$ cat config.mk
export PLATFORM = sky130hd
export DESIGN_NAME = ecint_blend
export DESIGN_NICKNAME = d
export VERILOG_FILES = /design/src/rtl/core/ecint_pkg.sv /design/src/rtl/core/ecint_blend.sv
export SDC_FILE = /design/constraint.sdc
export NUM_CORES = 2
export LEC_CHECK = 0
export BUFFER_PORTS_ARGS = -buffer_cell sky130_fd_sc_hd__buf_4
export CORE_MARGIN = 1.5
export CORE_UTILIZATION = 34
export DETAILED_ROUTE_END_ITERATION = 6
export GPL_ROUTABILITY_DRIVEN = 1
export MAX_ROUTING_LAYER = met4
export SYNTH_ARGS = -nofsm -noshare
export SYNTH_HDL_FRONTEND = slang
export SYNTH_SLANG_ARGS = --single-unit
$ cat constraint.sdc
create_clock -name clk -period 6 [get_ports clk]
set_input_delay 0.6 -clock clk [delete_from_list [all_inputs] [get_ports clk]]
set_output_delay 0.6 -clock clk [all_outputs]
set_load 0.01 [all_outputs]
$ cat src/rtl/core/ecint_pkg.sv
// Shared types and constants of the easing curve interpolator.
package ecint_pkg;

  localparam int FRAC_BITS   = 16;
  localparam int Q_WIDTH     = FRAC_BITS + 1;
  localparam int CURVE_WIDTH = 3;

  // progress and easing values, unsigned Q1.16 with 1.0 representable
  typedef logic [Q_WIDTH-1:0]     qval_t;
  typedef logic [CURVE_WIDTH-1:0] curve_t;

  localparam qval_t Q_ONE = {1'b1, {FRAC_BITS{1'b0}}};

  localparam curve_t CURVE_LINEAR       = 3'd0;
  localparam curve_t CURVE_IN_QUAD      = 3'd1;
  localparam curve_t CURVE_OUT_QUAD     = 3'd2;
  localparam curve_t CURVE_IN_OUT_QUAD  = 3'd3;
  localparam curve_t CURVE_IN_CUBIC     = 3'd4;
  localparam curve_t CURVE_OUT_CUBIC    = 3'd5;
  localparam curve_t CURVE_IN_OUT_CUBIC = 3'd6;

endpackage

$ cat src/rtl/core/ecint_blend.sv
// Easing curve evaluation and start/end blend, five register stages.
module ecint_blend
  import ecint_pkg::*;
#(
  parameter int VALUE_WIDTH = 16
) (
  input  logic                          clk,
  input  logic                          rst,
  input  logic                          en,
  input  logic                          in_valid,
  input  qval_t                         t,
  input  curve_t                        curve,
  input  logic signed [VALUE_WIDTH-1:0] start_value,
  input  logic signed [VALUE_WIDTH-1:0] end_value,
  output logic                          out_valid,
  output logic [VALUE_WIDTH-1:0]        eased_value
);

  localparam int SQ_WIDTH   = 2 * Q_WIDTH;
  localparam int CU_WIDTH   = 3 * Q_WIDTH;
  localparam int QS_WIDTH   = SQ_WIDTH + 1;
  localparam int CS_WIDTH   = CU_WIDTH + 2;
  localparam int DIFF_WIDTH = VALUE_WIDTH + 1;
  localparam int PROD_WIDTH = DIFF_WIDTH + Q_WIDTH + 1;
  localparam int ACC_WIDTH  = VALUE_WIDTH + FRAC_BITS + 4;

  logic [5:1] vld;

  // stage 1: curve decode, operand select
  qval_t                        u;
  qval_t                        x_sel;
  logic                         flip_sel;
  logic                         cubic_sel;
  logic                         lin_sel;
  logic [1:0]                   sh_sel;
  logic                         early_half;

  assign u          = Q_ONE - t;
  assign early_half = (t[Q_WIDTH-1:Q_WIDTH-2] == 2'b00);

  always_comb begin
    x_sel     = t;
    flip_sel  = 1'b0;
    cubic_sel = 1'b0;
    lin_sel   = 1'b0;
    sh_sel    = 2'd0;
    case (curve)
      CURVE_IN_QUAD: begin
      end
      CURVE_OUT_QUAD: begin
        x_sel    = u;
        flip_sel = 1'b1;
      end
      CURVE_IN_OUT_QUAD: begin
        x_sel    = early_half ? t : u;
        flip_sel = !early_half;
        sh_sel   = 2'd1;
      end
      CURVE_IN_CUBIC: begin
        cubic_sel = 1'b1;
      end
      CURVE_OUT_CUBIC: begin
        x_sel     = u;
        flip_sel  = 1'b1;
        cubic_sel = 1'b1;
      end
      CURVE_IN_OUT_CUBIC: begin
        x_sel     = early_half ? t : u;
        flip_sel  = !early_half;
        cubic_sel = 1'b1;
        sh_sel    = 2'd2;
      end
      default: begin
        lin_sel = 1'b1;
      end
    endcase
  end

  qval_t                         x1, x2, x3;
  logic                          flip1, flip2, flip3;
  logic                          cubic1, cubic2, cubic3;
  logic                          lin1, lin2, lin3;
  logic [1:0]                    sh1, sh2, sh3;
  logic signed [VALUE_WIDTH-1:0] start1, start2, start3, start4, start5;
  logic signed [DIFF_WIDTH-1:0]  diff1, diff2, diff3, diff4;
  logic [SQ_WIDTH-1:0]           sq2, sq3;
  logic [CU_WIDTH-1:0]           cube3;
  qval_t                         f4;
  logic signed [PROD_WIDTH-1:0]  prod5;

  always_ff @(posedge clk) begin
    if (rst) begin
      vld <= '0;
    end else if (en) begin
      vld <= {vld[4:1], in_valid};
    end
  end

  always_ff @(posedge clk) begin
    if (en) begin
      x1     <= x_sel;
      flip1  <= flip_sel;
      cubic1 <= cubic_sel;
      lin1   <= lin_sel;
      sh1    <= sh_sel;
      start1 <= start_value;
      diff1  <= DIFF_WIDTH'(end_value) - DIFF_WIDTH'(start_value);
    end
  end

  // stage 2: square
  always_ff @(posedge clk) begin
    if (en) begin
      sq2    <= SQ_WIDTH'(x1) * SQ_WIDTH'(x1);
      x2     <= x1;
      flip2  <= flip1;
      cubic2 <= cubic1;
      lin2   <= lin1;
      sh2    <= sh1;
      start2 <= start1;
      diff2  <= diff1;
    end
  end

  // stage 3: cube
  always_ff @(posedge clk) begin
    if (en) begin
      cube3  <= CU_WIDTH'(sq2) * CU_WIDTH'(x2);
      sq3    <= sq2;
      x3     <= x2;
      flip3  <= flip2;
      cubic3 <= cubic2;
      lin3   <= lin2;
      sh3    <= sh2;
      start3 <= start2;
      diff3  <= diff2;
    end
  end

  // stage 4: scale by 1, 2 or 4, round once, mirror out and late in-out
  logic [QS_WIDTH-1:0] qsum;
  logic [CS_WIDTH-1:0] csum;
  qval_t               g;
  qval_t               f_sel;

  assign qsum = (QS_WIDTH'(sq3) << sh3) + (QS_WIDTH'(1) << (FRAC_BITS - 1));
  assign csum = (CS_WIDTH'(cube3) << sh3) + (CS_WIDTH'(1) << (2 * FRAC_BITS - 1));

  always_comb begin
    if (cubic3) begin
      g = csum[2*FRAC_BITS +: Q_WIDTH];
    end else begin
      g = qsum[FRAC_BITS +: Q_WIDTH];
    end
    if (lin3) begin
      f_sel = x3;
    end else if (flip3) begin
      f_sel = Q_ONE - g;
    end else begin
      f_sel = g;
    end
  end

  always_ff @(posedge clk) begin
    if (en) begin
      f4     <= f_sel;
      start4 <= start3;
      diff4  <= diff3;
    end
  end

  // stage 5: span times easing
  logic signed [Q_WIDTH:0] f_s;

  assign f_s = {1'b0, f4};

  always_ff @(posedge clk) begin
    if (en) begin
      prod5  <= PROD_WIDTH'(diff4) * PROD_WIDTH'(f_s);
      start5 <= start4;
    end
  end

  // final add and round; result lies between start and end
  logic signed [ACC_WIDTH-1:0] acc;

  assign acc = (ACC_WIDTH'(start5) <<< FRAC_BITS) + ACC_WIDTH'(prod5)
             + (ACC_WIDTH'(1) <<< (FRAC_BITS - 1));

  assign out_valid   = vld[5];
  assign eased_value = acc[FRAC_BITS +: VALUE_WIDTH];

endmodule

# Yosys cells after proc, flatten, opt, wreduce, memory -nomap -nowiden
# Cells that the tools add are included.
# op_classes
n_addsub,7
n_mul,3
eq_ne,6
shift,2
n_mux,9
reduce_logical,6
# op_table
op,n
$mux 17,4
$mul 34x17->51,1
$shl 51x2->49,1
$add 49x32->49 const B,1
$mul 17x17->34,1
$pmux 17 s2,1
$shl 34x2->33,1
$sub 17x17->17 const A,2
$add 33x16->33 const B,1
$add 32x17->32 const B,1
$add 32x32->32,1
$mul 17x18->32,1
$sub 16x16->17,1
$eq 3x3->1 const B,3
$eq 3x2->1 const B,2
$reduce_or 6->1,1
$pmux 2 s2,1
$reduce_or 2->1,2
$eq 3x1->1 const B,1
$reduce_or 3->1,1
$logic_not 2->1,1
$mux 1,2
$pmux 1 s2,1
$logic_not 1->1,1
# totals
ff_bits,387
in_bits,56
output_inout_bits,17

# Depth between registers and ports, before layout
# depth
word_depth,6
ltp_mapped,26
depth_no_buf,24

# Worst setup path after synthesis
# Ideal clock, no wire load.
# synth_path
kind,flip-flop to flip-flop
startpoint,register sq2[30]
endpoint,"register cube3[41], data pin"
setup_time_ns,0.260
arrival_ns,5.964
required_time_ns,5.740
path_slack_ns,-0.224
stages_incl_launch_ff,25
n_path_buf,2
synth_period_minus_slack_ns,6.224
path_cell_list,edfxtp_1 -> clkbuf_1 -> clkbuf_1 -> nand2_1 -> fa_1 -> inv_1 -> fa_1 -> inv_1 -> fa_1 -> inv_1 -> fa_1 -> fa_1 -> inv_1 -> fa_1 -> inv_1 -> ha_1 -> and3_1 -> o21a_1 -> a21oi_1 -> nand2b_1 -> o2111ai_1 -> a41oi_1 -> o21ai_0 -> a21oi_1 -> xnor2_1
# synth_between
elab_chain_len,1
# synth_lines
item,line,source
from (decl),ecint_blend.sv:86,"logic [SQ_WIDTH-1:0] sq2, sq3;"
from (signal assigned),ecint_blend.sv:114,sq2 <= SQ_WIDTH'(x1) * SQ_WIDTH'(x1);
$mul 34x17->51,ecint_blend.sv:128,cube3 <= CU_WIDTH'(sq2) * CU_WIDTH'(x2);
to (signal assigned),ecint_blend.sv:128,
to (decl),ecint_blend.sv:87,logic [CU_WIDTH-1:0] cube3;
# Every way passes these cells.
# A chain may end at the register's enable or synchronous reset.

# Final worst setup path
# layout_path
startpoint,register x1[11]
endpoint,"register sq2[30], data pin"
# layout_between
elab_chain_len,1
# layout_lines
item,line,source
from (decl),ecint_blend.sv:79,"qval_t x1, x2, x3;"
from (signal assigned),ecint_blend.sv:101,x1 <= x_sel;
$mul 17x17->34,ecint_blend.sv:114,
# Every way passes these cells.

==> impl_metrics.ini <==
[setup_path]
crit_slowest_cell = fa_1
worst-setup-path-type = flop to flop
crit_fanout = 5
r2r_start = x1[11]
cp-startpoint = x1[11]
cp-start-kind = flop
critical_path.top_delay_family = adder cells
cp_data_required_time_ns = 6.35
worst_path_most_repeated_cell = fa_1
path_buf_inv = 8
cp_data_arrival_time_ns = 6.48
cp-end-kind = flop
cp_cell_sequence = buf_4 > buf_4 > and2_1 > fa_1 > inv_2 > fa_1 > fa_1 > inv_1 > fa_1 > fa_1 > inv_1 > fa_1 > inv_1 > ha_1 > or4_4 > a21oi_2 > o21ai_1 > o21ai_1 > buf_4 > o21a_1 > o211a_1 > nor2_1 > buf_4 > xor2_1
critPathMaxStageDelay_ns = 0.55

[synth]
ys.flop_type = edfxtp_1
synth.avg_cell_area_um2 = 10.1
yosysTopAreaCell = fa_1
synth_area_leaders = fa_1 37%, edfxtp_1 20%, ha_1 9.5%, inv_1 8.9%, nand2_1 5.3%
yosysMostFrequentCell = inv_1
syn_inst = 4737
yosysSeqAreaShare = 0.205
synth-edff-count = 322
syn-cell-area_um2 = 47700
async_reset_ff_frac = 0
synth_top_area_frac = 0.372
yosysWarningCount = 0
synth_seq_cells = 327
yosysUniqueCellTypes = 71
ys_top_cells_by_count = 1126 x inv_1, 886 x fa_1, 673 x nand2_1, 375 x and2_1, 363 x ha_1

[finish]
fillers = 13400
nNetsFinal = 6557
area_growth_pct = 20.6
ff_latch_area_um2 = 9770
multi_input_area_um2 = 34200
drive_gt1_frac = 0.189

[sta]
min_period_ns = 6.13
finalHoldViolCount = 0
worst_pin_slew_ns = 0.929
setup_violations = 14
drv_slew = 0
slew_headroom = 0.381
fmax_mhz = 163
final.setup.worst_slack_ns = -0.133
rsz0062_at_grt = yes
final_min_period_over_clock_period = 1.02
skew_ns = 0.0162

[clocking]
holdBufCountCts = 0
root_buffer = clkbuf_16
cts.sinks = 327
clk_path_buf_depth = 3
cts_tree = built
clock_latency_ns = 0.61
htree_levels = 2
clk_pin_slew_ns = 0.06
cts_made_buffers = 41

[route]
ant_nets = 0
avgViaCountPerCell = 4.59
vias = 32900
first_pass_iters = 5
drc = 0
wl_per_cell_um = 15.4
first_iter_violations = 1424
drt-total-wl_mm = 111

[grt]
grt_overflow_total = 0
antenna_found_initial = 3
grt_pass1_vias = 35400
grt_util_all_layers = 0.163
grt_max_degree = 133
grt_pass1_wl_mm = 182

[die]
dieWidth_um = 377
rows = 137
initial_core_util = 0.342
dieArea_um2 = 142000
core-area_um2 = 139000
die_h_um = 377
ios = 73

[placement]
place_ws_ns = -0.495
hpwl_mm = 90.4
portBuffers = 72
place_congestion = 0.880

[status]
violations = setup timing
status = complete, but fails checks

[flow_run]
max-cap-violations = 0

[min_path]
worstHoldStart = start_value[15]
hold_class = input pin to flop
-- registers in the layout, summed over array words and instances (netlist names), 17 cells and up --
signal / flops
f4: 17
diff1: 17
x2: 17
sq3: 21
diff4: 17
x3: 17
diff2: 17
diff3: 17
sq2: 32
prod5: 17
x1: 17
cube3: 21
-- per-stage QoR --
stage	hold slack (ns)	cell area [µm²]	TNS [ns]	std cells	utilization
after floorplan	0.400	47800	0	4744	-
after global placement	0.401	53800	-6.79	6976	0.386
after detailed placement	0.405	53800	-9.05	6976	0.386
after CTS	0.127	56500	-1.38	7123	0.406
after global routing	0.134	57500	-7.03	7160	0.412
final	0.174	57500	-0.968	7160	0.412
-- cell usage in the layout (no fill, tap or decap), types with 20 or more instances in the layout --
master and n:
mux2i_1 30, ha_4 28, xor2_1 39, inv_2 37, and2_4 29, buf_4 522, nor2_1 82, clkbuf_16 42
a21oi_1 49, o21ai_0 50, fa_1 848, a21oi_2 34, nand3_1 25, buf_12 34, nand2_1 655, inv_1 1089
nor3_1 24, ha_1 333, nand2b_1 28, a21o_1 38, mux2_2 20, xnor2_1 102, fa_2 38, buf_6 72
edfxtp_1 322, and2_1 346
-- layout make-up --
type                            count  share of cell area
Inverter                         1127              0.0737
Timing Repair Buffer              636              0.0959
Clock buffer                       47              0.0186
Multi-Input combinational cell   3119               0.595
Antenna cell                        1           0.0000435
Clock inverter                     27             0.00612
Tap cell                         1876              0.0408
Sequential cell                   327               0.170
-- routing by layer --
metal	part of all wire	track usage
met1	0.43	0.201
met2	0.51	0.286
met3	0.040	0.0180
met4	0.023	0.0386
met5	0	-
-- final timing paths --
check             slack (ns)  cells past startpoint          to
setup / recovery       -0.13                     24     sq2[30]
setup reg to reg       -0.13                     24     sq2[30]
hold / removal          0.17                      1  start1[15]
hold reg to reg         0.41                      0    diff3[3]
-- kinds of logic after synthesis --
logic type / after synthesis / share of synthesized area
muxes: 73 / 0.0217
xor gates and xnor gates: 144 / 0.0265
and+or+nand+nor: 1322 / 0.133
adders and majority gates: 1250 / 0.468
DFF: 327 / 0.205
AOI/OAI and AO/OA: 321 / 0.0437
buffers and inverters: 1298 / 0.103
other: 2 / 0.000158
-- repair_timing --
item,CTS,global route
pin swaps,119,131
buffers inserted,71,40
resized for setup,204,174
setup endpoints to repair,38,44
gates cloned,3,0
Power is not shown: default switching activity piles up to over one toggle a cycle in this logic, so the estimate is an artifact.
