`src/rtl/core/ecint_pkg.sv`:
```
// Shared types and constants of the easing curve interpolator.
package ecint_pkg;

  localparam int FRAC_BITS   = 16;
  localparam int Q_WIDTH     = FRAC_BITS + 1;
  localparam int CURVE_WIDTH = 3;

  // progress and easing values, unsigned Q1.16 with 1.0 representable
  typedef logic [Q_WIDTH-1:0]     qval_t;
  typedef logic [CURVE_WIDTH-1:0] curve_t;

  localparam qval_t Q_ONE = {1'b1, {FRAC_BITS{1'b0}}};

  localparam curve_t CURVE_LINEAR       = 3'd0;
  localparam curve_t CURVE_IN_QUAD      = 3'd1;
  localparam curve_t CURVE_OUT_QUAD     = 3'd2;
  localparam curve_t CURVE_IN_OUT_QUAD  = 3'd3;
  localparam curve_t CURVE_IN_CUBIC     = 3'd4;
  localparam curve_t CURVE_OUT_CUBIC    = 3'd5;
  localparam curve_t CURVE_IN_OUT_CUBIC = 3'd6;

endpackage

```
`src/rtl/core/ecint_div.sv`:
```
// Pipelined progress divider: t = elapsed / duration as Q1.16, one quotient bit per stage.
module ecint_div
  import ecint_pkg::*;
#(
  parameter int TIME_WIDTH = 16,
  parameter int SIDE_WIDTH = 35
) (
  input  logic                  clk,
  input  logic                  rst,
  input  logic                  en,
  input  logic                  in_valid,
  input  logic [TIME_WIDTH-1:0] elapsed,
  input  logic [TIME_WIDTH-1:0] duration,
  input  logic [SIDE_WIDTH-1:0] side_in,
  output logic                  out_valid,
  output qval_t                 t,
  output logic [SIDE_WIDTH-1:0] side_out
);

  localparam int STEPS = FRAC_BITS;

  logic [STEPS:0]          vld;
  logic [STEPS:0]          fin;
  logic [TIME_WIDTH-1:0]   rem  [0:STEPS];
  logic [TIME_WIDTH-1:0]   dvs  [0:STEPS];
  logic [FRAC_BITS-1:0]    quo  [0:STEPS];
  logic [SIDE_WIDTH-1:0]   side [0:STEPS];

  // input stage; a finished animation skips the quotient
  always_ff @(posedge clk) begin
    if (rst) begin
      vld[0] <= 1'b0;
    end else if (en) begin
      vld[0] <= in_valid;
    end
  end

  always_ff @(posedge clk) begin
    if (en) begin
      rem[0]  <= elapsed;
      dvs[0]  <= duration;
      quo[0]  <= '0;
      fin[0]  <= (duration == '0) || (elapsed >= duration);
      side[0] <= side_in;
    end
  end

  // restoring division; remainder stays below the divisor when not finished
  for (genvar i = 0; i < STEPS; i++) begin : g_step
    logic [TIME_WIDTH:0] shl;
    logic [TIME_WIDTH:0] dif;
    logic                ge;

    assign shl = {rem[i], 1'b0};
    assign dif = shl - {1'b0, dvs[i]};
    assign ge  = !dif[TIME_WIDTH];

    always_ff @(posedge clk) begin
      if (rst) begin
        vld[i+1] <= 1'b0;
      end else if (en) begin
        vld[i+1] <= vld[i];
      end
    end

    always_ff @(posedge clk) begin
      if (en) begin
        rem[i+1]  <= ge ? dif[TIME_WIDTH-1:0] : shl[TIME_WIDTH-1:0];
        dvs[i+1]  <= dvs[i];
        quo[i+1]  <= {quo[i][FRAC_BITS-2:0], ge};
        fin[i+1]  <= fin[i];
        side[i+1] <= side[i];
      end
    end
  end

  assign out_valid = vld[STEPS];
  assign t         = fin[STEPS] ? Q_ONE : {1'b0, quo[STEPS]};
  assign side_out  = side[STEPS];

endmodule

```
`config.mk`:
```
export PLATFORM = sky130hd
export DESIGN_NAME = ecint_div
export DESIGN_NICKNAME = d
export VERILOG_FILES = /design/src/rtl/core/ecint_pkg.sv /design/src/rtl/core/ecint_div.sv
export SDC_FILE = /design/constraint.sdc
export NUM_CORES = 1
export LEC_CHECK = 0
export BUFFER_PORTS_ARGS = -buffer_cell sky130_fd_sc_hd__buf_2
export CAP_MARGIN = 20
export CORE_UTILIZATION = 35
export CTS_BUF_LIST = sky130_fd_sc_hd__clkbuf_16
export CTS_CLUSTER_SIZE = 16
export DETAILED_ROUTE_END_ITERATION = 16
export PLACE_DENSITY = 0.59
export SETUP_SLACK_MARGIN = 0.4
export SYNTH_ARGS = -nofsm -noshare
export SYNTH_HDL_FRONTEND = slang
export SYNTH_SLANG_ARGS = --single-unit
```
`constraint.sdc`:
```
create_clock -name clk -period 4.5 [get_ports clk]
set_input_delay 0.45 -clock clk [delete_from_list [all_inputs] [get_ports clk]]
set_output_delay 0.45 -clock clk [all_outputs]
set_load 0.02 [all_outputs]
```
[After elaboration in Yosys (flattened, before gate mapping)]
Memories as Yosys holds them, arrays and structs flattened.
Cells that the tools add are included.
Cells by class
  add/subtract/negate cells: 16
  order comparisons: 1
  multiplexer cells: 19
  reduce and logical (&&, ||, !) cells: 18
Operators with widths (count)
  subtractor 17 x 16 -> 17 bit: 16
  2-to-1 mux 16 bit: 16
  2-to-1 mux 17 bit: 1
  greater-or-equal comparator 16 bit: 1
  zero test 1 bit: 16
  zero test 16 bit: 1
  2-to-1 mux 1 bit: 2
  logical OR 1 bit: 1
Word-level totals
  flip-flop bits (word level): 34
  bits in writable memories: 1411
  input bits: 71
  output and inout port bits: 53
  word-level logic and storage cells: 92
  memories kept: 4
Memory list
  side: depth 17, width 35, rd ports 17, clocked after Yosys merged registers in 0, write ports 17, RTL line ecint_div.sv:27  | logic [SIDE_WIDTH-1:0] side [0:STEPS];
  dvs: depth 17, width 16, rd ports 16, clocked after Yosys merged registers in 0, write ports 17, RTL line ecint_div.sv:25  | logic [TIME_WIDTH-1:0] dvs [0:STEPS];
  quo: depth 17, width 16, rd ports 17, clocked after Yosys merged registers in 0, write ports 17, RTL line ecint_div.sv:26  | logic [FRAC_BITS-1:0] quo [0:STEPS];
  rem: depth 17, width 16, rd ports 16, clocked after Yosys merged registers in 0, write ports 17, RTL line ecint_div.sv:24  | logic [TIME_WIDTH-1:0] rem [0:STEPS];

[Logic depth before layout (Yosys ltp)]
Gate-level depths: netlist of the first run.
An unclocked memory read counts as a cell.
  depth after elaboration: 3
  gate-level depth with buffers: 12
  gate-level depth less buffers: 10

[Least setup slack after synthesis of the first run]
No wires, ideal clock.
  kind: register -> register
  start: memory rem[1][0] (netlist: rem[0][16])
  end: memory rem[2][7] (netlist: rem[0][39]), data pin
  library setup time: 0.260 ns
  arrival: 2.855 ns
  required time: 4.240 ns
  slack: 1.385 ns
  stages on the path, launching flop included: 10
  path buffers: 1
  period minus slack after synthesis: 3.115 ns
  cell sequence: edfxtp_1 > fa_1 > a211oi_1 > nor2_1 > o21ai_0 > nor2_1 > o31ai_1 > xnor2_1 > buf_2 > mux2_2
RTL lines (RTL line)
  start: declaration: ecint_div.sv:24

==> impl_metrics.yaml, run 1 <==
outcome:
  result_of_the_run: "finished clean"
logic_synthesis:
  synth-seq-cells: 1277
  synthDistinctLibCells: 75
  synth_enable_flop_cells: 1260
  postSynthAreaPerCell_um2: 15.5
  synth.top_cell.area_share_pct: 69.7
  yosysSeqAreaShare_pct: 70.4
  postSynthCellCount: 3497
  syn-cell-area_mm2: 0.0543
  synth.largest_area_cell: "sky130_fd_sc_hd__edfxtp_1"
  netlist_top_cells_area: "sky130_fd_sc_hd__edfxtp_1 (70%), sky130_fd_sc_hd__ha_1 (5.9%), sky130_fd_sc_hd__mux2_2 (4.0%)"
  synth_warnings: 0
  synth.net_count: 3839
  postSynth.topFlopCell: "sky130_fd_sc_hd__edfxtp_1"
  yosys.cell_count.top_type: "sky130_fd_sc_hd__edfxtp_1"
  most_instantiated_cells_after_synthesis: "sky130_fd_sc_hd__edfxtp_1 (1260), sky130_fd_sc_hd__inv_1 (320), sky130_fd_sc_hd__ha_1 (256)"
  synth_async_sr_flop_share_pct: 0
hold_path:
  whs_endpoint: "side[0][578]"
  timing.hold.worst.class: "in2reg"
  min_path_cells: 1
  holdCritStartpoint: "en"
clocking:
  clk_root_buffer_cell: "sky130_fd_sc_hd__clkbuf_16"
  cts.clk_slew.worst_paths_ns: 0.06
  cts_tree: "yes"
  clk_latency_ns: 0.78
  numCtsBuffers: 140
  cts-htree-levels: 4
  cts_max_path_buffers: 3
  clock-sinks: 1277
setup_path:
  worstRegToRegCells: 9
  critical_path.max_fanout: 10
  crit_type: "reg2reg"
  reg2reg_setup_slack_ns: 1.04
  required_ns: 5.01
  critPathLaunch: "rem[0][192]"
  crit-reg2reg-capture: "rem[0][211]"
  worstSetupStartpointType: "flip-flop"
  worstSetupEndpointType: "flip-flop"
  cp_data_arrival_time_ns: 3.98
  r2r-start: "rem[0][192]"
global_routing:
  number_of_antenna_violations_at_the_first_check_in_global_routing: 1
  grt_max_degree: 129
  grt_overflow_total: 0
  grt_pass1_vias: 28200
  grt_pass1_wl_um: 143000
  grtUsageTotal_pct: 11.3
placed_design:
  placement.io_buffers: 123
  place.gp.congestion: 0.862
  detailed_place_hpwl_um: 58600
routing:
  amount_of_wire_on_met3_after_detailed_routing_um: 3160
  wirelength_met1_um: 36900
  avgViaCountPerCell: 4.66
  drt-initial-drc-count: 1226
  final_antenna_net_count: 0
  routed.top_layer: "met4"
  vias: 27700
  routedWlPerCell_um: 14.9
  route.met2.wl_um: 45200
  totalWireLength_um: 88500
  drc_errors: 0
  drt_first_pass_iters: 5
die:
  io_pins: 124
  dieWidth_um: 396
  design.core.area_mm2: 0.154
  die-area_mm2: 0.157
  initial_utilization_pct: 35.2
  placementRows: 144
  die_height_um: 396
pwr:
  irDropWorstVdd_uv: 322
  power_per_cell_area_mw_per_mm2: 649
  static-leakage-power_nw: 23.8
flow_run:
  maxCapViolations: 0
layout:
  drive_above_1_share_pct: 15.1
  n_fill_cell: 14000
  areaGrowthSynthToFinish_pct: 15.2
  n_antenna_cell: 0
  final_net_count: 4136
timing:
  fin_hold_ws_ns: 0.255
  setup_total_negative_slack_ns: 0
  max-slew-margin-rel_pct: 35.6
  final-hold-violation-count: 0
  report.final.setup_viol: 0
  peak_clock_frequency_supported_by_timing_mhz: 289
  worst-slew-pin-transition_ns: 0.961
  fin_crit_ns: 3.46
  timing.final.max_slew_violations: 0
  fin_skew_ns: 0.0213
  grt_setup_unrepaired: "no"
  finalCritPeriodShare_pct: 77.0
## layout make-up
cell class | count | area (um^2) | share of cell area [%]
Clock buffer | 143 | 3580 | 5.72
Clock inverter | 104 | 855 | 1.37
Inverter | 322 | 1210 | 1.93
Multi-Input combinational cell | 1823 | 14400 | 23.0
Sequential cell | 1277 | 38200 | 61.1
Tap cell | 2044 | 2560 | 4.09
Timing Repair Buffer | 230 | 1740 | 2.78
## kinds of logic (layout without fill, tap and decap cells)
| kind of cell | count (synthesis) | count (layout) | share of synthesized area [%] |
|---|---|---|---|
| flip-flops | 1277 | 1277 | 70.4 |
| XOR/XNOR | 190 | 190 | 3.11 |
| buffers and inverters | 397 | 799 | 3.12 |
| multiplexers | 235 | 235 | 4.92 |
| adder cells (fa/ha/maj) | 271 | 271 | 6.46 |
| AND/OR/NAND/NOR | 516 | 516 | 4.69 |
| AO/OA/AOI/OAI | 611 | 611 | 7.35 |
## critical path, stage by stage (launching register included)
cell	delay (ns)
sky130_fd_sc_hd__edfxtp_1	0.44
sky130_fd_sc_hd__fa_1	0.51
sky130_fd_sc_hd__a211oi_1	0.30
sky130_fd_sc_hd__o21bai_1	0.16
sky130_fd_sc_hd__o31a_1	0.36
sky130_fd_sc_hd__a311o_1	0.38
sky130_fd_sc_hd__a21oi_2	0.18
sky130_fd_sc_hd__xnor2_2	0.29
sky130_fd_sc_hd__buf_6	0.25
sky130_fd_sc_hd__mux2_2	0.35
## how the worst max path moves through the flow
stage,depth (start not counted),endpoint
floorplan,9,rem[0][39]
global placement,8,rem[0][209]
detailed placement,8,rem[0][179]
CTS,9,rem[0][209]
global route,9,rem[0][182]
finish,9,rem[0][211]
## what timing repair did
| action | 4_1_cts | 5_1_grt |
|---|---|---|
| setup buffers | 0 | 0 |
| endpoints found under the hold margin | 79 | 0 |
| hold buffers | 70 | 0 |
| setup endpoints to repair | 0 | 0 |
| gates resized for setup | 0 | 0 |
## power breakdown
group          leakage [nW]  total (W)  switching [W]  internal [W]
registers              12.5     0.0168       0.000949        0.0158
logic                  9.01     0.0129        0.00654       0.00633
clock network          2.27     0.0109        0.00460       0.00632
## routing by layer
layer,GRT usage [%],vias up
met1,12.7,13400
met3,2.54,204
met4,5.20,0
met5,0,-
met2,20.1,427
li1,-,13700
## layout by cell type, fill, tap and decap left out, types with 10 or more instances in the layout
master / n
sky130_fd_sc_hd__edfxtp_1: 1260
sky130_fd_sc_hd__nand3_1: 39
sky130_fd_sc_hd__nor2b_1: 49
sky130_fd_sc_hd__nor2_1: 161
sky130_fd_sc_hd__mux2i_1: 25
sky130_fd_sc_hd__mux2_2: 195
sky130_fd_sc_hd__a21oi_1: 168
sky130_fd_sc_hd__o21bai_1: 20
sky130_fd_sc_hd__clkinv_1: 14
sky130_fd_sc_hd__buf_2: 122
sky130_fd_sc_hd__a21boi_0: 10
sky130_fd_sc_hd__dlygate4sd3_1: 70
sky130_fd_sc_hd__clkbuf_16: 143
sky130_fd_sc_hd__o21a_1: 42
sky130_fd_sc_hd__o211ai_1: 17
sky130_fd_sc_hd__nand2_1: 90
sky130_fd_sc_hd__a31oi_1: 18
sky130_fd_sc_hd__buf_12: 11
sky130_fd_sc_hd__o21ai_0: 115
sky130_fd_sc_hd__and3_1: 14
sky130_fd_sc_hd__nand4_1: 18
sky130_fd_sc_hd__o31ai_1: 19
sky130_fd_sc_hd__buf_4: 26
sky130_fd_sc_hd__a211oi_1: 31
sky130_fd_sc_hd__dfxtp_1: 17
sky130_fd_sc_hd__a21o_1: 82
sky130_fd_sc_hd__mux2_4: 15
sky130_fd_sc_hd__or3_1: 16
sky130_fd_sc_hd__inv_1: 356
sky130_fd_sc_hd__ha_1: 256
sky130_fd_sc_hd__and2_1: 23
sky130_fd_sc_hd__nor3_1: 37
sky130_fd_sc_hd__clkinv_2: 17
sky130_fd_sc_hd__xor2_1: 70
sky130_fd_sc_hd__fa_1: 15
sky130_fd_sc_hd__nand2b_1: 36
sky130_fd_sc_hd__xnor2_1: 116
sky130_fd_sc_hd__clkinvlp_4: 12
## registers in the layout, summed over array words and instances (netlist names)
signal / flops
side: 595
dvs: 256
rem: 256
quo: 136
fin: 17
vld: 16
out_valid: 1
## metrics by stage
stage	cell area (um^2)	setup WS [ns]	cells	utilization [%]	total power (W)
3_5_place_dp	57400	1.04	5626	37.2	0.0299
4_1_cts	62500	1.04	5943	40.6	0.0411
5_1_grt	62500	0.855	5943	40.6	0.0431
6_report	62500	1.04	5943	40.6	0.0406
2_1_floorplan	54300	1.39	3497	-	0.0268
3_3_place_gp	57400	1.08	5625	37.2	0.0297
Note: power is estimated with default switching activity, not from simulation.
==> run 2, diff against run 1 <==
--- a/config.mk
+++ b/config.mk
@@ -5,6 +5,7 @@
 export SDC_FILE = /design/constraint.sdc
 export NUM_CORES = 1
 export LEC_CHECK = 0
+export ABC_AREA = 1
 export BUFFER_PORTS_ARGS = -buffer_cell sky130_fd_sc_hd__buf_2
 export CAP_MARGIN = 20
 export CORE_UTILIZATION = 35
==> constraint.sdc (replaced) <==
create_clock -name clk -period 3.53 [get_ports clk]
set_input_delay 0.353 -clock clk [delete_from_list [all_inputs] [get_ports clk]]
set_output_delay 0.353 -clock clk [all_outputs]
set_load 0.02 [all_outputs]
==> run 2 against run 1 <==
Net effect: synthesized area is 9.5% higher; sequential power is 27% higher; clock skew is 0.015 ns higher; final area is 9.2% higher; sequential cell count stayed put; final cell count is 38% higher; largest power group unchanged; highest routed layer unchanged.
==> impl_metrics.yaml, run 2 <==
global_routing:
  grt_pass1_vias: 35900
  grt_overflow_total: 0
  number_of_antenna_violations_at_the_first_check_in_global_routing: 0
  grt_max_degree: 109
  grtUsageTotal_pct: 13.6
  grt_pass1_wl_um: 186000
logic_synthesis:
  postSynthAreaPerCell_um2: 10.7
  synth_enable_flop_cells: 1260
  yosysSeqAreaShare_pct: 64.2
  syn-cell-area_mm2: 0.0594
  synth.net_count: 5909
  synthDistinctLibCells: 36
  netlist_top_cells_area: "sky130_fd_sc_hd__edfxtp_1 (64%), sky130_fd_sc_hd__nand2_1 (13%), sky130_fd_sc_hd__inv_1 (6.0%)"
  postSynth.topFlopCell: "sky130_fd_sc_hd__edfxtp_1"
  postSynthCellCount: 5567
  synth_async_sr_flop_share_pct: 0
  synth.largest_area_cell: "sky130_fd_sc_hd__edfxtp_1"
  most_instantiated_cells_after_synthesis: "sky130_fd_sc_hd__nand2_1 (1993), sky130_fd_sc_hd__edfxtp_1 (1260), sky130_fd_sc_hd__inv_1 (947)"
  synth.top_cell.area_share_pct: 63.7
  yosys.cell_count.top_type: "sky130_fd_sc_hd__nand2_1"
  synth-seq-cells: 1277
  synth_warnings: 0
layout:
  registers.top_by_ff_count: "side"
  largest_register_ff_count: 595
  most-common-layout-cells: "sky130_fd_sc_hd__nand2_1 (1993), sky130_fd_sc_hd__edfxtp_1 (1260), sky130_fd_sc_hd__inv_1 (973)"
  drive_above_1_share_pct: 10.5
  biggestRegsByFlops: "side: 595 flops, dvs: 256 flops, rem: 256 flops"
  most_common_cell_after_layout_fill_and_taps_aside: "sky130_fd_sc_hd__nand2_1"
  areaGrowthSynthToFinish_pct: 14.8
  final_net_count: 6219
  final_core_utilization_pct: 40.7
placed_design:
  place.gp.congestion: 0.889
  placement.io_buffers: 123
  detailed_place_hpwl_um: 83900
clocking:
  cts_post_setup_buffers_inserted: 0
  cts_max_path_buffers: 3
  cts_tree: "yes"
  numCtsBuffers: 145
  cts.clk_slew.worst_paths_ns: 0.06
  clk_latency_ns: 0.78
  clk_root_buffer_cell: "sky130_fd_sc_hd__clkbuf_16"
  clock-sinks: 1277
  cts-htree-levels: 4
  cts.repair.resized: 0
timing:
  peak_clock_frequency_supported_by_timing_mhz: 398
  setup_total_negative_slack_ns: 0
  timing.final.max_slew_violations: 0
  worst-slew-pin-transition_ns: 0.787
  finalCritPeriodShare_pct: 71.2
  fin_skew_ns: 0.0368
  grt_setup_unrepaired: "no"
  max-slew-margin-rel_pct: 47.5
  report.final.setup_viol: 0
  final-hold-violation-count: 0
  fin_crit_ns: 2.51
pwr:
  seqPwrFrac_pct: 39.6
  power_report.internal_total_w: 0.0346
  power_per_cell_area_mw_per_mm2: 787
  power_switching_w: 0.0191
  irDropWorstVdd_uv: 553
  netSwitchingFraction_pct: 35.5
  static-leakage-power_nw: 31.0
  comb_power_share_pct: 32.1
  clock_power_share_pct: 28.3
hold_path:
  holdCritStartpoint: "en"
  timing.hold.worst.class: "in2reg"
setup_path:
  worstSetupStartpointType: "flip-flop"
  required_ns: 3.18
  critical_path.max_fanout: 10
  crit_type: "reg2out"
  critPathLaunch: "fin[16]"
  cp_data_arrival_time_ns: 2.16
  worstSetupEndpointType: "output port"
  r2r-start: "dvs[0][158]"
flow_run:
  maxCapViolations: 0
die:
  placementRows: 150
  dieWidth_um: 414
  die_height_um: 414
  io_pins: 124
  design.core.area_mm2: 0.168
  die-area_mm2: 0.171
  initial_utilization_pct: 35.4
routing:
  totalWireLength_um: 116000
  vias: 36200
  drt-initial-drc-count: 2150
  avgViaCountPerCell: 4.41
  final_antenna_net_count: 0
  drt_first_pass_iters: 6
  routedWlPerCell_um: 14.2
  drc_errors: 0
outcome:
  result_of_the_run: "finished clean"
[run 2: changes by cell type in the layout (fill, tap and decap cells not counted), moves of 36 or more]
cell / change
sky130_fd_sc_hd__o21ai_0: -109
sky130_fd_sc_hd__nor2b_1: -49
sky130_fd_sc_hd__nand2_2: +154
sky130_fd_sc_hd__o21a_1: -41
sky130_fd_sc_hd__a21o_1: -82
sky130_fd_sc_hd__nand2_1: +1903
sky130_fd_sc_hd__inv_1: +617
sky130_fd_sc_hd__mux2_2: -195
sky130_fd_sc_hd__xnor2_1: -95
sky130_fd_sc_hd__nand2b_1: -36
sky130_fd_sc_hd__nand3_1: +162
[run 2: area by class of cell]
type	count	area (um^2)
Clock buffer	146	3650
Fill cell	16100	99500
Tap cell	2204	2760
Clock inverter	121	1270
Antenna cell	1	2.50
Timing Repair Buffer	236	1830
Inverter	949	3560
Sequential cell	1277	38200
Multi-Input combinational cell	3268	17000
[run 2: metal layers]
layer	wire, um	up-vias	global-route usage (%)	part of all wire (%)
met5	0	-	0	0
met4	4010	0	5.63	3.4
met3	4400	235	2.63	3.8
met2	57100	597	23.6	49
met1	51000	16700	16.5	44
li1	-	18600	-	-
[run 2: final timing paths]
| path | cells after the start | end | slack, ns |
|---|---|---|---|
| max | 3 | t[13] | 1.02 |
| max reg2reg | 12 | rem[0][162] | 1.29 |
| min reg2reg | 0 | side[0][356] | 0.38 |
| min | 1 | side[0][30] | 0.04 |
[run 2: metrics by stage]
| stage | total power (W) | setup slack (ns) | std cells | hold WS [ns] | instance area, um^2 |
|---|---|---|---|---|---|
| floorplan | 0.0347 | 1.59 | 5567 | 0.400 | 59400 |
| global placement | 0.0386 | 1.28 | 7864 | 0.400 | 62600 |
| detailed placement | 0.0388 | 1.26 | 7864 | 0.405 | 62600 |
| CTS | 0.0545 | 0.767 | 8201 | 0.0236 | 68200 |
| global route | 0.0577 | 0.790 | 8201 | 0.0126 | 68200 |
| finish | 0.0537 | 1.02 | 8202 | 0.0365 | 68200 |
[run 2: worst max-delay path: stages, from the launching register on]
cell and delay, ns:
sky130_fd_sc_hd__edfxtp_1 0.85, sky130_fd_sc_hd__buf_4 0.31, sky130_fd_sc_hd__nor2_1 0.06, sky130_fd_sc_hd__buf_2 0.16
[run 2: what timing repair did]
item,CTS,global route
hold buffers,70,0
endpoints found under the setup margin,0,0
endpoints found under the hold margin,84,0
[run 2: cells by family after synthesis]
| kind of cell | after synthesis | synth area share [%] |
|---|---|---|
| AO/OA/AOI/OAI | 161 | 1.49 |
| AND/OR/NAND/NOR | 2731 | 19.7 |
| XOR/XNOR | 105 | 1.55 |
| buffers and inverters | 1022 | 7.17 |
| flip-flops | 1277 | 64.2 |
| adder cells (fa/ha/maj) | 271 | 5.90 |
[run 2: power groups by stage]
stage | clock network, W | logic [W] | registers, W
floorplan | 0 | 0.0138 | 0.0208
global placement | 0 | 0.0170 | 0.0216
detailed placement | 0 | 0.0173 | 0.0216
CTS | 0.0158 | 0.0174 | 0.0213
global route | 0.0163 | 0.0199 | 0.0215
finish | 0.0152 | 0.0173 | 0.0213
==> run 3, diff against run 2 <==
==> constraint.sdc (replaced) <==
create_clock -name clk -period 2.4 [get_ports clk]
set_input_delay 0.24 -clock clk [delete_from_list [all_inputs] [get_ports clk]]
set_output_delay 0.24 -clock clk [all_outputs]
set_load 0.02 [all_outputs]
==> run 3 against run 2 <==
Net effect: final area is 15% higher; global-route usage grew 0.53 points; clock skew grew 0.00094 ns; critical path depth rose by 7; routed wire length increased by 13%; die area unchanged; sequential share of layout area is 7.4 points lower; clock-buffer cell count increased by 1; sequential cell count unchanged; critical path type is now reg2reg; critical endpoint is now rem[0][166]; largest power group is now combinational cells.
==> impl_metrics.yaml, run 3 (synthesis gave the netlist of run 2 again) <==
layout:
  n_antenna_cell: 0
  areaGrowthSynthToFinish_pct: 32.3
  most_common_cell_after_layout_fill_and_taps_aside: "sky130_fd_sc_hd__nand2_1"
  registers.top_by_ff_count: "side"
  n_fill_cell: 15000
  drive_above_1_share_pct: 32.3
  final_core_utilization_pct: 46.9
  post-route-cell-area_mm2: 0.0786
  most-common-layout-cells: "sky130_fd_sc_hd__nand2_1 (1477), sky130_fd_sc_hd__edfxtp_1 (1260), sky130_fd_sc_hd__inv_1 (817)"
  biggestRegsByFlops: "side: 595 flops, dvs: 256 flops, rem: 256 flops"
  largest_register_ff_count: 595
  final_net_count: 6697
global_routing:
  number_of_antenna_violations_at_the_first_check_in_global_routing: 1
  grt_pass1_wl_um: 194000
  grt_max_degree: 110
  grt_overflow_total: 0
  grt_pass1_vias: 37700
  grtUsageTotal_pct: 14.1
hold_path:
  timing.hold.worst.class: "in2reg"
timing:
  peak_clock_frequency_supported_by_timing_mhz: 468
  fin_crit_ns: 2.14
  fin_hold_ws_ns: 0.153
  finalCritPeriodShare_pct: 89.0
  grt_setup_unrepaired: "yes"
  fin_skew_ns: 0.0377
  max-slew-margin-rel_pct: 58.9
  worst-slew-pin-transition_ns: 0.616
  final-hold-violation-count: 0
  timing.final.max_slew_violations: 0
  report.final.setup_viol: 0
  setup_total_negative_slack_ns: 0
setup_path:
  crit_type: "reg2reg"
  worstSetupStartpointType: "flip-flop"
  critical_path.max_fanout: 8
  crit_path_cell_trace: "ha_4 -> nand2_4 -> inv_4 -> nand2_4 -> nor3_4 -> nand2_8 -> nand3_4 -> nand2_8 -> nand2_4 -> nand2_2"
  cp_data_arrival_time_ns: 2.66
  required_ns: 2.93
  critPathMostFrequentCell: "sky130_fd_sc_hd__nand2_4"
  reg2reg_setup_slack_ns: 0.26
  critical_path_buf_inv_count: 1
  worstSetupEndpointType: "flip-flop"
  timing.critical_path.slowest_stage_cell: "sky130_fd_sc_hd__edfxtp_1"
  cp_slowest_stage_delay_ns: 0.50
  critPathTopFamily: "simple AND/OR/NAND/NOR gates"
pwr:
  power_switching_w: 0.0361
  static-leakage-power_nw: 34.4
  irDropWorstVdd_uv: 823
  clock_power_share_pct: 22.7
  comb_power_share_pct: 43.4
  netSwitchingFraction_pct: 38.1
  power_report.internal_total_w: 0.0585
  seqPwrFrac_pct: 33.8
  power_per_cell_area_mw_per_mm2: 1200
  total_power_w: 0.0946
die:
  die_height_um: 414
  placementRows: 150
  io_pins: 124
  initial_utilization_pct: 35.4
  die-area_mm2: 0.171
  design.core.area_mm2: 0.168
  dieWidth_um: 414
flow_run:
  maxCapViolations: 0
routing:
  vias: 39400
  final_antenna_net_count: 0
  drt-initial-drc-count: 2194
  totalWireLength_um: 132000
  avgViaCountPerCell: 4.54
  drc_errors: 0
  drt_first_pass_iters: 6
  routedWlPerCell_um: 15.2
placed_design:
  placement.io_buffers: 123
  detailed_place_hpwl_um: 83300
  dpl-instance-area_mm2: 0.0628
  place.gp.congestion: 0.851
clocking:
  cts_max_path_buffers: 3
  cts.clk_slew.worst_paths_ns: 0.06
  clk_latency_ns: 0.79
  numCtsBuffers: 145
  cts-htree-levels: 4
  clk_root_buffer_cell: "sky130_fd_sc_hd__clkbuf_16"
  cts_tree: "yes"
  clock-sinks: 1277
outcome:
  result_of_the_run: "finished clean"
## run 3: cell types whose count changed in the layout (fill, tap and decap cells not counted), sizes merged
cell         delta
nand2          +27
clkinvlp        -2
bufinv          -7
diode           -1
inv             -6
dlygate4sd3     +1
clkinv          +6
buf           +450
clkbuf          +1
## run 3: power groups by stage
stage,clock network (W),registers (W),logic [W]
global route,0.0232,0.0323,0.0449
detailed placement,0,0.0317,0.0253
floorplan,0,0.0307,0.0204
global placement,0,0.0317,0.0249
CTS,0.0223,0.0317,0.0300
finish,0.0215,0.0320,0.0411
## run 3: routing by layer
layer / routed length, um / part of all wire [%] / global-route usage [%]
met1: 54000 / 41 / 16.7
met2: 67900 / 51 / 25.2
met3: 5080 / 3.9 / 2.57
met4: 4890 / 3.7 / 5.63
met5: 0 / 0 / 0
## run 3: area by class of cell
type,instances,area [um^2],share of cell area [%]
sequential,1277,38200,48.5
multi-input combinational,3295,23900,30.4
timing repair buffer,687,5460,6.95
clock buffer,147,3680,4.68
inverter,949,3590,4.57
tap,2204,2760,3.51
clock inverter,112,1020,1.30
## run 3: timing repair
item / 4_1_cts / 5_1_grt
gates resized for setup: 393 / 1056
gates cloned: 12 / 15
hold endpoints to repair: 166 / 0
pin swaps: 116 / 463
buffers inserted: 139 / 294
endpoints found under the setup margin: 270 / 266
hold buffers: 71 / 0
## run 3: per-stage QoR
step                setup slack, ns  std cells
floorplan                     0.457       5567
global placement             0.0914       7881
detailed placement            0.103       7881
CTS                           0.338       8362
global route                  0.182       8671
finish                        0.264       8671
## run 3: path summary, 6_finish.rpt
path,startpoint,endpoint,depth (start not counted)
setup / recovery,rem[0][152],rem[0][166],10
hold / removal,side_in[3],side[0][3],2
hold reg to reg,fin[15],fin[16],0
setup reg to reg,rem[0][152],rem[0][166],10
## run 3: worst reg2reg max path, stage by stage, from the launching register on
cell,delay [ns]
sky130_fd_sc_hd__edfxtp_1,0.50
sky130_fd_sc_hd__ha_4,0.36
sky130_fd_sc_hd__nand2_4,0.07
sky130_fd_sc_hd__inv_4,0.06
sky130_fd_sc_hd__nand2_4,0.05
sky130_fd_sc_hd__nor3_4,0.25
sky130_fd_sc_hd__nand2_8,0.11
sky130_fd_sc_hd__nand3_4,0.17
sky130_fd_sc_hd__nand2_8,0.15
sky130_fd_sc_hd__nand2_4,0.12
sky130_fd_sc_hd__nand2_2,0.05
